===== config.mk =====
export PLATFORM = sky130hd
export DESIGN_NAME = keyboard_matrix_port_scanner_unit
export DESIGN_NICKNAME = d
export VERILOG_FILES = /design/src/hdl/kmps_pkg.sv /design/src/hdl/kmps_matrix.sv /design/src/hdl/keyboard_matrix_port_scanner_unit.sv
export SDC_FILE = /design/constraint.sdc
export NUM_CORES = 1
export LEC_CHECK = 0
export BUFFER_PORTS_ARGS = -buffer_cell sky130_fd_sc_hd__buf_2
export CORE_ASPECT_RATIO = 0.9
export CORE_MARGIN = 10
export CORE_UTILIZATION = 50
export DETAILED_ROUTE_END_ITERATION = 6
export HOLD_SLACK_MARGIN = 0.08
export PLACE_DENSITY = 0.68
export SLEW_MARGIN = 20
export SYNTH_ARGS = -nofsm -noshare
export SYNTH_HDL_FRONTEND = slang
export SYNTH_HIERARCHICAL = 1
export SYNTH_SLANG_ARGS = --single-unit
export TNS_END_PERCENT = 20

===== constraint.sdc =====
create_clock -name clk -period 9 [get_ports clk]
set_clock_uncertainty 0.05 [all_clocks]
set_input_delay 1.8 -clock clk [delete_from_list [all_inputs] [get_ports clk]]
set_output_delay 1.8 -clock clk [all_outputs]
set_load 0.02 [all_outputs]

===== src/hdl/kmps_pkg.sv =====
// Package with shared types and constants for the keyboard matrix port scanner.
package kmps_pkg;

    // Matrix geometry
    localparam int SCAN_LINES  = 12;
    localparam int SENSE_LINES = 6;
    localparam int ROW_W       = 4;
    localparam int COL_W       = 3;

    // Port masks
    localparam logic [7:0] SENSE_FIELD_MASK = 8'hFC;
    localparam logic [7:0] COLOR_MASK       = 8'hD0;
    localparam logic [7:0] SOUND_BIT_MASK   = 8'h20;
    localparam logic [7:0] TAPE_BIT_MASK    = 8'h80;
    localparam logic [11:0] SCAN_HIGH_MASK  = 12'hF00;
    localparam logic [7:0] TAPE_IN_BIT      = 8'h01;

    // Configuration register indexes
    localparam int CFG_IDX_W = 2;
    localparam logic [CFG_IDX_W-1:0] CFG_PORT_A_INPUT     = 2'd0;
    localparam logic [CFG_IDX_W-1:0] CFG_PORT_B_INPUT     = 2'd1;
    localparam logic [CFG_IDX_W-1:0] CFG_PORT_C_LOW_INPUT = 2'd2;

    // Request operation codes
    typedef enum logic [2:0] {
        OP_KEY     = 3'd0,
        OP_SHIFT   = 3'd1,
        OP_WRITE_A = 3'd2,
        OP_WRITE_B = 3'd3,
        OP_WRITE_C = 3'd4,
        OP_READ_A  = 3'd5,
        OP_READ_B  = 3'd6,
        OP_READ_C  = 3'd7
    } op_t;

    typedef struct packed {
        op_t              op;
        logic [ROW_W-1:0] key_row;
        logic [COL_W-1:0] key_column;
        logic             pressed;
        logic [7:0]       write_data;
        logic             tape_level;
    } request_t;

    typedef struct packed {
        logic [7:0] read_data;
        logic       sound_gate;
        logic       tape_out;
        logic [7:0] color_value;
        logic       port_c_written;
    } result_t;

    // Key store update from the processing stage
    typedef struct packed {
        logic             en;
        logic [ROW_W-1:0] row;
        logic [COL_W-1:0] col;
        logic             pressed;
    } key_update_t;

endpackage


===== src/hdl/kmps_matrix.sv =====
// Key matrix store with forward and reverse scan logic.
module kmps_matrix
(
    input  logic                                clk,
    input  logic                                rst_n,
    input  kmps_pkg::key_update_t               key_update,
    input  logic [kmps_pkg::SCAN_LINES-1:0]     scan_mask,
    input  logic [kmps_pkg::SENSE_LINES-1:0]    sense_mask,
    output logic [kmps_pkg::SENSE_LINES-1:0]    rows_sensed,
    output logic [kmps_pkg::SCAN_LINES-1:0]     cols_sensed
);

    logic [kmps_pkg::SENSE_LINES-1:0] key_bits_reg [kmps_pkg::SCAN_LINES];
    logic                             key_in_range;

    assign key_in_range = (key_update.row < kmps_pkg::ROW_W'(kmps_pkg::SCAN_LINES))
                       && (key_update.col < kmps_pkg::COL_W'(kmps_pkg::SENSE_LINES));

    // Set or clear one key bit; drop keys outside the matrix
    always_ff @(posedge clk or negedge rst_n)
    begin
        if (!rst_n)
        begin
            for (int r = 0; r < kmps_pkg::SCAN_LINES; r++)
            begin
                key_bits_reg[r] <= '0;
            end
        end
        else if (key_update.en && key_in_range)
        begin
            key_bits_reg[key_update.row][key_update.col] <= key_update.pressed;
        end
    end

    // OR the selected rows, and the selected columns across all rows
    always_comb
    begin
        logic [kmps_pkg::SENSE_LINES-1:0] row_acc;
        logic [kmps_pkg::SCAN_LINES-1:0]  col_acc;
        row_acc = '0;
        col_acc = '0;
        for (int r = 0; r < kmps_pkg::SCAN_LINES; r++)
        begin
            if (!scan_mask[r])
            begin
                row_acc = row_acc | key_bits_reg[r];
            end
            col_acc[r] = |(key_bits_reg[r] & ~sense_mask);
        end
        rows_sensed = ~row_acc;
        cols_sensed = ~col_acc;
    end

endmodule


===== src/hdl/keyboard_matrix_port_scanner_unit.sv =====
// Top level of the keyboard matrix port scanner.
//
// Accepts one request per clock (busy stays low) and returns exactly one result per
// request. The request is registered at the accepting edge. The port logic then updates
// the matrix, the masks and port C, and loads the result register at the next edge. The
// result shows with result_valid in the cycle after that edge and is taken at the
// edge that ends that cycle. The longest path is the OR over twelve rows of the
// key matrix. The receiver cannot stall; results must be taken as they appear.
// Configuration writes are ready except in a cycle where a registered request is being
// processed, and belong in idle periods.
module keyboard_matrix_port_scanner_unit
(
    input  logic                             clk,
    input  logic                             rst_n,
    input  logic                             start,
    output logic                             busy,
    input  kmps_pkg::request_t               request,
    input  logic                             cfg_valid,
    output logic                             cfg_ready,
    input  logic [kmps_pkg::CFG_IDX_W-1:0]   cfg_index,
    input  logic                             cfg_data,
    output logic                             result_valid,
    output kmps_pkg::result_t                result
);

    logic                   req_valid_reg;
    kmps_pkg::request_t     req_reg;
    logic [11:0]            scan_mask_reg, scan_mask_next;
    logic [5:0]             sense_mask_reg, sense_mask_next;
    logic                   shift_held_reg, shift_held_next;
    logic [7:0]             last_port_c_reg, last_port_c_next;
    logic                   port_a_input_reg, port_b_input_reg, port_c_low_input_reg;
    logic                   result_valid_reg;
    kmps_pkg::result_t      result_reg, result_next;
    kmps_pkg::key_update_t  key_update;
    logic [5:0]             rows_sensed;
    logic [11:0]            cols_sensed;
    logic                   cfg_write;

    assign busy      = 1'b0;
    assign cfg_ready = !req_valid_reg;
    assign cfg_write = cfg_valid && cfg_ready;

    // Register the incoming request
    always_ff @(posedge clk or negedge rst_n)
    begin
        if (!rst_n)
        begin
            req_valid_reg <= 1'b0;
        end
        else
        begin
            req_valid_reg <= start && !busy;
        end
    end

    always_ff @(posedge clk)
    begin
        if (start && !busy)
        begin
            req_reg <= request;
        end
    end

    kmps_matrix u_matrix
    (
        .clk         (clk),
        .rst_n       (rst_n),
        .key_update  (key_update),
        .scan_mask   (scan_mask_reg),
        .sense_mask  (sense_mask_reg),
        .rows_sensed (rows_sensed),
        .cols_sensed (cols_sensed)
    );

    // Decode the registered request into state updates and the result
    always_comb
    begin
        logic [7:0] data;
        data             = req_reg.write_data;
        scan_mask_next   = scan_mask_reg;
        sense_mask_next  = sense_mask_reg;
        shift_held_next  = shift_held_reg;
        last_port_c_next = last_port_c_reg;
        result_next      = '0;
        key_update.en      = req_valid_reg && (req_reg.op == kmps_pkg::OP_KEY);
        key_update.row     = req_reg.key_row;
        key_update.col     = req_reg.key_column;
        key_update.pressed = req_reg.pressed;

        unique case (req_reg.op)
            kmps_pkg::OP_KEY:
            begin
            end
            kmps_pkg::OP_SHIFT:
            begin
                shift_held_next = req_reg.pressed;
            end
            kmps_pkg::OP_WRITE_A:
            begin
                if (port_a_input_reg)
                begin
                    data = 8'hFF;
                end
                scan_mask_next = {scan_mask_reg[11:8], data};
            end
            kmps_pkg::OP_WRITE_B:
            begin
                if (port_b_input_reg)
                begin
                    data = 8'hFF;
                end
                sense_mask_next = 6'((data & kmps_pkg::SENSE_FIELD_MASK) >> 2);
            end
            kmps_pkg::OP_WRITE_C:
            begin
                if (port_c_low_input_reg)
                begin
                    data = data | 8'h0F;
                end
                scan_mask_next = {data[3:0], scan_mask_reg[7:0]};
                last_port_c_next = data;
                result_next.port_c_written = 1'b1;
            end
            kmps_pkg::OP_READ_A:
            begin
                result_next.read_data = cols_sensed[7:0];
            end
            kmps_pkg::OP_READ_B:
            begin
                result_next.read_data = {rows_sensed, ~shift_held_reg, ~req_reg.tape_level};
            end
            kmps_pkg::OP_READ_C:
            begin
                result_next.read_data = {4'b0000, cols_sensed[11:8]};
            end
            default:
            begin
            end
        endcase

        result_next.sound_gate  = |(last_port_c_next & kmps_pkg::SOUND_BIT_MASK);
        result_next.tape_out    = |(last_port_c_next & kmps_pkg::TAPE_BIT_MASK);
        result_next.color_value = last_port_c_next & kmps_pkg::COLOR_MASK;
    end

    // Advance port state on a request; apply configuration writes
    always_ff @(posedge clk or negedge rst_n)
    begin
        if (!rst_n)
        begin
            scan_mask_reg        <= '1;
            sense_mask_reg       <= '1;
            shift_held_reg       <= 1'b0;
            last_port_c_reg      <= '0;
            port_a_input_reg     <= 1'b0;
            port_b_input_reg     <= 1'b0;
            port_c_low_input_reg <= 1'b0;
            result_valid_reg     <= 1'b0;
        end
        else
        begin
            result_valid_reg <= req_valid_reg;
            if (req_valid_reg)
            begin
                scan_mask_reg   <= scan_mask_next;
                sense_mask_reg  <= sense_mask_next;
                shift_held_reg  <= shift_held_next;
                last_port_c_reg <= last_port_c_next;
            end
            else if (cfg_write)
            begin
                priority if (cfg_index == kmps_pkg::CFG_PORT_A_INPUT)
                begin
                    port_a_input_reg <= cfg_data;
                    if (cfg_data)
                    begin
                        scan_mask_reg[7:0] <= 8'hFF;
                    end
                end
                else if (cfg_index == kmps_pkg::CFG_PORT_B_INPUT)
                begin
                    port_b_input_reg <= cfg_data;
                    if (cfg_data)
                    begin
                        sense_mask_reg <= '1;
                    end
                end
                else if (cfg_index == kmps_pkg::CFG_PORT_C_LOW_INPUT)
                begin
                    port_c_low_input_reg <= cfg_data;
                    if (cfg_data)
                    begin
                        scan_mask_reg <= scan_mask_reg | kmps_pkg::SCAN_HIGH_MASK;
                    end
                end
                else
                begin
                end
            end
        end
    end

    // Load the result register on each registered request; it holds until the next one
    always_ff @(posedge clk)
    begin
        if (req_valid_reg)
        begin
            result_reg <= result_next;
        end
    end

    assign result_valid = result_valid_reg;
    assign result       = result_reg;

    // Every registered request yields a result in the next cycle
    a_result_follows: assert property (@(posedge clk) disable iff (!rst_n)
        req_valid_reg |=> result_valid)
        else $error("registered request produced no result");

    // Colour output tracks the stored port C byte
    a_color_tracks: assert property (@(posedge clk) disable iff (!rst_n)
        result_valid |-> result.color_value == (last_port_c_reg & kmps_pkg::COLOR_MASK))
        else $error("color value does not match stored port C");

    // A port C write never returns read data
    a_write_no_read: assert property (@(posedge clk) disable iff (!rst_n)
        result_valid && result.port_c_written |-> result.read_data == 8'h00)
        else $error("port C write returned read data");

    // Switching port B to input mode releases all sense lines
    a_port_b_input: assert property (@(posedge clk) disable iff (!rst_n)
        cfg_write && !req_valid_reg && cfg_index == kmps_pkg::CFG_PORT_B_INPUT && cfg_data
        |=> sense_mask_reg == 6'h3F)
        else $error("sense mask not released on port B input mode");

endmodule

### Word-level counts from Yosys, hierarchy flattened

Cells that the tools add are included.
Widths: inputs -> output; s select.

* register bits after elaboration: 138
* bits of input ports: 27
* output and inout bits: 22
* logic and storage cells: 164

* order comparisons: 6
* equal/unequal tests: 20
* multiplexer cells: 38
* bitwise logic cells: 32
* reduce and logical (&&, ||, !) cells: 34

Operator list (number)
* $mux 6: 19
* $and 6x6->6: 12
* $bwmux 72: 1
* $reduce_or 6->1: 12
* $or 6x6->6: 11
* $mux 12: 5
* $mux 8: 5
* $demux 6 s4: 1
* $pmux 12 s2: 1
* $pmux 8 s3: 1
* $eq 3x3->1 const B: 4
* $not 12->12: 1
* $not 6->6: 2
* $reduce_and 5->1: 2
* $mux 4: 2
* $ne 2x2->1 const B: 4
* $reduce_and 8->1: 1
* $reduce_bool 2->1: 4
* $reduce_and 7->1: 1
* $eq 3x2->1 const B: 2
* $logic_and 1x1->1: 6
* $ne 2x1->1 const B: 3
* $ne 3x3->1 const B: 2
* $ge 5x5->1 const B: 1
* other kinds (21): 27

### Longest topological paths before layout

Gate-level depths: netlist of the first run.

* depth after elaboration: 25
* mapped depth: 8
* mapped depth without buffers: 6

### By module

Netlist of the first run, hierarchy kept.

Modules (own cells, without submodules)
* kmps_matrix: times used 1, cells an instance 476, area an instance 4354.2 µm², seq. area each 1801.7 µm²
* keyboard_matrix_port_scanner_unit: times used 1, cells an instance 169, area an instance 2562.5 µm², seq. area each 1714.1 µm²

### Worst setup path before layout of the first run

OpenSTA, ideal clock, no wires.

* path type: flip-flop to output port
* start point: register req_valid_reg
* end point: output port cfg_ready
* data arrival time: 1.149 ns
* required time: 7.150 ns
* setup slack: 6.001 ns
* stages on the path, launching flop included: 3
* buffers on the path: 1
* cells stage by stage: dfrtp_1 clkbuf_1 inv_2

* word-level cells in the longest chain between the ends: 1

RTL lines
* from (decl): line keyboard_matrix_port_scanner_unit.sv:26 `logic req_valid_reg;`
* from (signal assigned): line keyboard_matrix_port_scanner_unit.sv:53 `req_valid_reg <= start && !busy;`
* $logic_not 1->1: line keyboard_matrix_port_scanner_unit.sv:41 `assign cfg_ready = !req_valid_reg;`
* to (decl): line keyboard_matrix_port_scanner_unit.sv:19 `output logic cfg_ready,`

No other way between the ends.

### Worst setup path in the final report of the first run

Ends and elaborated chain as after synthesis.

==> results of run 1 <==
## kinds of logic after synthesis
family	share of synthesized area [%]
AO/OA/AOI/OAI	22.7
buffers and inverters	8.43
flip-flops	50.8
multiplexers	4.72
other	0.0542
AND/OR/NAND/NOR	13.2
## synthesized netlist by cell type, types with 5 or more instances
| master | count |
|---|---|
| mux2_2 | 28 |
| nor4b_4 | 5 |
| a31o_2 | 70 |
| nand2b_1 | 64 |
| o22ai_1 | 36 |
| dfrtp_1 | 82 |
| o21ai_0 | 11 |
| nor2_1 | 14 |
| a22oi_1 | 6 |
| dfstp_2 | 18 |
| o2111ai_1 | 18 |
| buf_4 | 8 |
| inv_1 | 72 |
| buf_2 | 23 |
| nor3_1 | 18 |
| edfxtp_1 | 33 |
| clkbuf_1 | 20 |
| a21oi_1 | 73 |
## power breakdown
part           switching (mW)  leakage (nW)  internal, mW  total [mW]
sequential              0.109          1.64         0.698       0.807
combinational          0.0912          1.18        0.0906       0.182
clock                   0.267         0.314         0.493       0.760
total                   0.467          3.12          1.28        1.75
## per-layer routing
layer,vias to the layer above,GRT usage (%)
met5,-,0
met4,0,7.09
met3,27,6.20
met2,265,28.7
met1,2550,28.3
li1,2364,-
## cell type report
class | count | area (µm²)
clock inverters | 15 | 228
well taps | 168 | 210
multi-input cells | 384 | 2860
repair buffers | 48 | 258
clock buffers | 17 | 425
inverters | 74 | 278
flip-flops and latches | 133 | 3520
fillers | 1143 | 5690
## worst max path at each step
stage | start | end | slack [ps] | cells past startpoint
finish | req_valid_reg$_DFF_PN0_ | cfg_ready | 5790 | 3
detailed placement | rst_n | req_valid_reg$_DFF_PN0_ | 5890 | 2
global route | req_valid_reg$_DFF_PN0_ | cfg_ready | 5730 | 3
floorplan | req_valid_reg$_DFF_PN0_ | cfg_ready | 6000 | 2
CTS | req_valid_reg$_DFF_PN0_ | cfg_ready | 5770 | 3
global placement | rst_n | req_valid_reg$_DFF_PN0_ | 5920 | 2
==> out/metrics.cfg, run 1 <==
[clock_network]
cts_setup_buffers=0
clk_latency_ps=420
cts_buffers=17
clockRootBuffer=clkbuf_16
ctsResizeCount=0
path_clk_slew_ps=60
hold_buffers=0
cts_max_level=4
clock-sinks=133
cts_tree=done
clk_path_buf_depth=2

[setup_path]
r2r_end=u_matrix/key_bits_reg[18]$_DFFE_PN0P_
r2r_start=req_valid_reg$_DFF_PN0_
worstPathArrival_ps=1360
rrSetupSlack_ps=5960
slowest_delay_ps=350
critical_path_class=reg2out
start_kind=register
cp_slowest_cell=buf_4
path_buf_inv=3
worst-path-max-fanout=31
path_cells=buf_4, inv_2, buf_2
crit_family=buffers and inverters
r2r_cells=6
end_kind=output port
required_ps=7150

[place]
dp.cells=807
place_ws_ps=5890
gp_congestion=0.949
place_area_um2=7120
portBuffers=42
place_hpwl_um=12900

[cells_and_area]
nets=685
diodes=0
mostFrequentLayoutCells=82 x dfrtp_1, 73 x a21oi_1, 72 x inv_1
final_util_pct=57.7
mostFrequentLayoutCell=dfrtp_1
largest_register_ffs=72
stdcell_count=839
syn_to_final_growth_pct=12.3
final_area_um2=7770
drive_above_1_share_pct=32.3

[global_route]
overflow=0
antenna_found_initial=0
grt_max_degree=74
grt_usage_pct=20.2
grt_pass1_wl_um=29400
grt_pass1_vias=5087

[floorplanning]
fp.coreArea_um2=13500
die_w_um=144
fp.dieArea_um2=18900
start_util_pct=51.4
rows=40
die_h_um=132
pin_count=49

[yosys]
synthTopCellsByArea=dfrtp_1 30%, edfxtp_1 14%, a31o_2 8.9%
synth-seq-cells=133
seq_area_frac_synth_pct=50.8
syn_avg_cell_area_um2=10.7
synth_top_area_share_pct=29.7
yosysWarnings=6
synthFlopType=dfrtp_1
synth_edf_count=33
synth_async_sr_flop_share_pct=75.2
yosys.area.top_type=dfrtp_1
synth_cells=645
synth_area_um2=6920
synth_cell_types=43

[sta]
hold_viol=0
layout_min_cycle_time_ps=3210
max_freq_mhz=311
timing.final.crit_share_pct=35.7
finalSetupViolCount=0
slew_headroom_pct=31.1
whs_ps=436
worstMarginPinSlew_ps=1030
tns_ps=0
rsz0062_at_grt=no
worst_slack_ps=5790
drv_slew=0

[route]
drt-met1-wl_um=8280
dr_total_vias=5206
drt_iter0_drc=558
wl_um=18800
routed.top_layer=met4
ant_nets=0
wl_per_cell_um=22.4
wl_met2_um=8220
drc=0
dr.pass1.iters=5
via_per_inst=6.21
dr_wl_met3_um=1920

[power_and_ir_drop]
p_per_area_nw_per_um2=225
vdd_drop_max_v=0.000146
p_leak_nw=3.12
finalPower_mw=1.75

[worst_hold_path]
hold_class=reg2reg
hold_depth=1
min_to=shift_held_reg$_DFFE_PN0P_
hp-start=shift_held_reg$_DFFE_PN0P_

[flow_run]
maxCapViolCount=0

[outcome]
status=complete, no violations

No activity file was read; power rests on OpenSTA's default activity.
==> run 2, diff against run 1 <==
==> constraint.sdc (replaced) <==
create_clock -name clk -period 3.2 [get_ports clk]
set_clock_uncertainty 0.05 [all_clocks]
set_input_delay 0.64 -clock clk [delete_from_list [all_inputs] [get_ports clk]]
set_output_delay 0.64 -clock clk [all_outputs]
set_load 0.02 [all_outputs]
==> run 2 against run 1 <==
  * Register-to-register slack worse by 5100 ps
  * Wire length up 4.1%
  * Sequential cell count unchanged
==> out/metrics.cfg, run 2 (synthesis results as in run 1) <==
[outcome]
status=complete, no violations

[route]
dr_total_vias=5421
via_per_inst=6.42
drc=0
wl_um=19500
ant_nets=0
drt-met1-wl_um=8370
routed.top_layer=met4
dr.pass1.iters=6
wl_met2_um=8500
drt_iter0_drc=698
dr_wl_met3_um=2110
wl_per_cell_um=23.1

[power_and_ir_drop]
p_sw_mw=1.36
pwr-share-seq_pct=45.8
pwr-share-clk_pct=43.6
comb_power_share_pct=10.6
vdd_drop_max_v=0.000706
power.internal_mw=3.61
p_leak_nw=3.17
switching_share_pct=27.4
p_per_area_nw_per_um2=635

[setup_path]
path_cells=nor4_1, buf_4, and4b_1, a21oi_1, a31o_2
start_kind=register
critical_path_class=reg2reg
worst-path-max-fanout=18
cp_slowest_cell=and4b_1
slowest_delay_ps=710
required_ps=3460
worstPathArrival_ps=2600
end_kind=register

[sta]
max_freq_mhz=428
worstMarginPinSlew_ps=968
rsz0062_at_grt=no
slew_headroom_pct=35.2
timing.final.crit_share_pct=72.9
hold_viol=0
tns_ps=0
drv_slew=0
layout_min_cycle_time_ps=2330
finalSetupViolCount=0

[cells_and_area]
largest_register_ffs=72
mostFrequentLayoutCells=82 x dfrtp_1, 73 x a21oi_1, 72 x inv_1
stdcell_count=845
nets=691
mostFrequentLayoutCell=dfrtp_1
diodes=0
fill_cells=1113
syn_to_final_growth_pct=13.2
drive_above_1_share_pct=32.9

[floorplanning]
fp.dieArea_um2=18900
pin_count=49
die_w_um=144
start_util_pct=51.4
rows=40
die_h_um=132
fp.coreArea_um2=13500

[global_route]
grt_pass1_vias=5228
overflow=0
grt_usage_pct=20.5
grt_pass1_wl_um=30000
antenna_found_initial=0
grt_max_degree=74

[clock_network]
path_clk_slew_ps=60
clockRootBuffer=clkbuf_16
hold_buffers=0
cts_tree=done
cts_buffers=17
ctsResizeCount=0
cts_max_level=4
clk_path_buf_depth=2
cts_setup_buffers=0
clk_latency_ps=430
clock-sinks=133

[place]
dp.cells=813
place_hpwl_um=13300
portBuffers=42
gp_congestion=0.962

[worst_hold_path]
hold_class=in2async

[flow_run]
maxCapViolCount=0

==> run 2: power by group through the flow <==
stage,sequential (mW),clock (mW),combinational [mW]
floorplan,2.11,0,0.427
detailed placement,2.29,0,0.521
CTS,2.26,2.18,0.524
global route,2.30,2.26,0.563
global placement,2.29,0,0.509
finish,2.28,2.17,0.525
==> run 2: cell type report <==
cell class,count,area (µm²),share of cell area [%]
timing repair buffer,54,315,4.03
inverter,74,278,3.55
tap,168,210,2.68
clock buffer,17,425,5.43
multi-input combinational,384,2860,36.5
clock inverter,15,229,2.92
sequential,133,3520,44.9
==> run 2: per-layer routing <==
metal  global-route usage [%]  up-vias
met2                     28.4      309
li1                         -     2381
met5                        0        -
met3                     7.20       60
met4                     8.73        0
met1                     28.3     2671
==> run 2: worst max-delay path, delay by kind of cell, from the launching register on <==
kind,cells,cell delay [ps]
AO/OA/AOI/OAI,2,410
buffers and inverters,1,190
flip-flops,1,560
AND/OR/NAND/NOR,2,1000
==> run 2: final timing paths <==
kind	start	end	slack, ps	cells after the start
min reg2reg	shift_held_reg$_DFFE_PN0P_	shift_held_reg$_DFFE_PN0P_	440	1
max	req_reg[18]$_DFFE_PP_	u_matrix/key_bits_reg[15]$_DFFE_PN0P_	870	5
min in group clk	request[8]	req_reg[8]$_DFFE_PP_	330	1
min	rst_n	u_matrix/key_bits_reg[42]$_DFFE_PN0P_	230	1
max in group asynchronous	rst_n	sense_mask_reg[1]$_DFFE_PN1P_	2090	2
max reg2reg	req_reg[18]$_DFFE_PP_	u_matrix/key_bits_reg[15]$_DFFE_PN0P_	870	5
==> run 2: metrics by stage <==
stage          utilization, %  hold WS, ps  instance area, µm²  setup WS [ps]  power (mW)
3_5_place_dp             53.3          425                7170            910        2.81
4_1_cts                  58.2          253                7830            900        4.97
5_1_grt                  58.2          274                7830            715        5.12
3_3_place_gp             53.3          412                7170           1010        2.80
2_1_floorplan               -          294                6940            300        2.54
6_report                 58.2          226                7830            866        4.97
==> run 3, diff against run 2 <==
--- a/config.mk
+++ b/config.mk
@@ -5,6 +5,7 @@
 export SDC_FILE = /design/constraint.sdc
 export NUM_CORES = 1
 export LEC_CHECK = 0
+export ABC_AREA = 1
 export BUFFER_PORTS_ARGS = -buffer_cell sky130_fd_sc_hd__buf_2
 export CORE_ASPECT_RATIO = 0.9
 export CORE_MARGIN = 10
==> constraint.sdc (replaced) <==
create_clock -name clk -period 2.41 [get_ports clk]
set_clock_uncertainty 0.05 [all_clocks]
set_input_delay 0.482 -clock clk [delete_from_list [all_inputs] [get_ports clk]]
set_output_delay 0.482 -clock clk [all_outputs]
set_load 0.02 [all_outputs]
==> run 3 against run 2 <==
  * The flow now finishes with violations (DRC)
  * Setup slack got worse by 520 ps
  * Largest power group unchanged
  * Sequential cell count did not move
  * Total power rose by 30%
  * Register-to-register slack got worse by 520 ps
  * Critical endpoint is now u_matrix/key_bits_reg[28]$_DFFE_PN0P_
==> out/metrics.cfg, run 3 <==
[outcome]
status=complete, but fails checks
failed_checks=DRC

[sta]
slew_headroom_pct=43.3
hold_viol=0
drv_slew=0
timing.final.crit_share_pct=85.6
worstMarginPinSlew_ps=850
whs_ps=168
tns_ps=0
layout_min_cycle_time_ps=2060
finalSetupViolCount=0
max_freq_mhz=485
rsz0062_at_grt=no

[global_route]
grt_usage_pct=24.0
overflow=0
grt_pass1_wl_um=37400
grt_max_degree=74
grt_pass1_vias=6697
antenna_found_initial=0

[route]
ant_nets=0
via_per_inst=5.50
drt_iter0_drc=922
wl_um=24100
dr_total_vias=7239
dr.pass1.iters=7
drc=2
wl_per_cell_um=18.3

[clock_network]
clockRootBuffer=clkbuf_16
clk_path_buf_depth=2
cts_setup_buffers=0
clock-sinks=133
cts_buffers=17
ctsResizeCount=0
cts_max_level=4
clk_latency_ps=440
cts_tree=done
path_clk_slew_ps=70

[cells_and_area]
diodes=0
final_area_um2=8620
syn_to_final_growth_pct=15.1
mostFrequentLayoutCells=411 x nand2_1, 178 x nand3_1, 118 x nor2_1
stdcell_count=1317
largest_register_ffs=72
mostFrequentLayoutCell=nand2_1
nets=1133
drive_above_1_share_pct=12.3

[yosys]
synth_top_area_share_pct=27.4
synth_common_cells=411 x nand2_1, 178 x nand3_1, 118 x nor2_1
synth_area_um2=7490
synth_edf_count=33
synth_async_sr_flop_share_pct=75.2
synthFlopType=dfrtp_1
synth.most_common_cell=nand2_1
seq_area_frac_synth_pct=46.9
synth-seq-cells=133
synth_cell_types=30
yosysWarnings=6
synth_cells=1059
synthTopCellsByArea=dfrtp_1 27%, nand2_1 21%, edfxtp_1 13%
yosys.area.top_type=dfrtp_1
syn_avg_cell_area_um2=7.08

[floorplanning]
die_w_um=149
start_util_pct=50.9
pin_count=49
rows=42
die_h_um=136
fp.dieArea_um2=20300
fp.coreArea_um2=14700

[setup_path]
slowest_delay_ps=510
worstPathArrival_ps=2330
crit_family=simple AND/OR/NAND/NOR gates
path_cells=nor4_1, nand2_1, nor2_4, buf_4, nand3_1, nand2_1, nand2_1
required_ps=2680
start_kind=register
critical_path_class=reg2reg
path_buf_inv=1
worst-path-max-fanout=13
end_kind=register
cp_slowest_cell=edfxtp_1
crit_top_cell=nand2_1

[flow_run]
maxCapViolCount=0

[power_and_ir_drop]
p_leak_nw=4.10
p_per_area_nw_per_um2=750
vdd_drop_max_v=0.000546
finalPower_mw=6.47

[place]
place_hpwl_um=16900
portBuffers=42
gp_congestion=0.990
place_area_um2=7980
dp.cells=1284

[worst_hold_path]
hold_class=in2reg

## run 3: cell types whose count changed in the layout (fill, tap and decap cells not counted), sizes merged, moves of 13 or more
cell / delta
a21oi: -73
a31o: -72
buf: +13
inv: +14
mux2: -29
nand2: +416
nand2b: -64
nand3: +181
nor2: +112
o2111ai: -18
o21ai: +26
o22ai: -29
## run 3: cell families after synthesis
| family | after synthesis | share of synthesized area (%) |
|---|---|---|
| simple gates | 749 | 42.2 |
| flops | 133 | 46.9 |
| buf+inv | 131 | 7.70 |
| compound gates | 45 | 3.12 |
| other cells | 1 | 0.0500 |
## run 3: through the flow
stage / worst slack [ps] / utilization (%)
after detailed placement: 401 / 54.2
after global placement: 456 / 54.2
after floorplan: 562 / -
after global routing: 230 / 58.6
final: 347 / 58.6
after CTS: 378 / 58.6
## run 3: worst paths after layout
check	start	endpoint	slack (ps)	depth (start not counted)
worst max-delay path	req_reg[17]$_DFFE_PP_	u_matrix/key_bits_reg[28]$_DFFE_PN0P_	350	7
worst min-delay path	request[0]	req_reg[0]$_DFFE_PP_	170	1
worst max register to register	req_reg[17]$_DFFE_PP_	u_matrix/key_bits_reg[28]$_DFFE_PN0P_	350	7
worst min register to register	scan_mask_reg[10]$_DFFE_PN1P_	scan_mask_reg[10]$_DFFE_PN1P_	420	2
max in group asynchronous	rst_n	u_matrix/key_bits_reg[47]$_DFFE_PN0P_	1040	3
min in group asynchronous	rst_n	u_matrix/key_bits_reg[52]$_DFFE_PN0P_	520	2
## run 3: area by class of cell
class	count	area, µm²
multi-input cells	800	3420
repair buffers	68	485
flip-flops and latches	133	3520
inverters	86	323
clock inverters	9	100
well taps	198	248
clock buffers	23	533
fillers	1389	6090
## run 3: worst register-to-register path, cell delays in order, from the launching register on
cell	delay, ps
edfxtp_1	510
nor4_1	370
nand2_1	140
nor2_4	340
buf_4	290
nand3_1	90
nand2_1	100
nand2_1	50
## run 3: timing repair
action,4_1_cts,5_1_grt
hold buffers,1,0
setup endpoints to repair,0,0
hold endpoints to repair,36,0
## run 3: layer usage
metal | up-vias | GRT usage [%] | part of all wire [%]
li1 | 3458 | - | -
met1 | 3328 | 33.7 | 44
met2 | 390 | 34.7 | 43
met3 | 61 | 5.62 | 10
met4 | 2 | 9.48 | 3.0
met5 | - | 2.24 | 0.21
## run 3: power breakdown
part           internal [mW]  switching [mW]  leakage (nW)  total, mW
Sequential              2.57           0.204          1.63       2.78
Clock                   1.69            1.08         0.304       2.77
Combinational          0.239           0.684          2.17      0.924
Total                   4.50            1.97          4.10       6.47
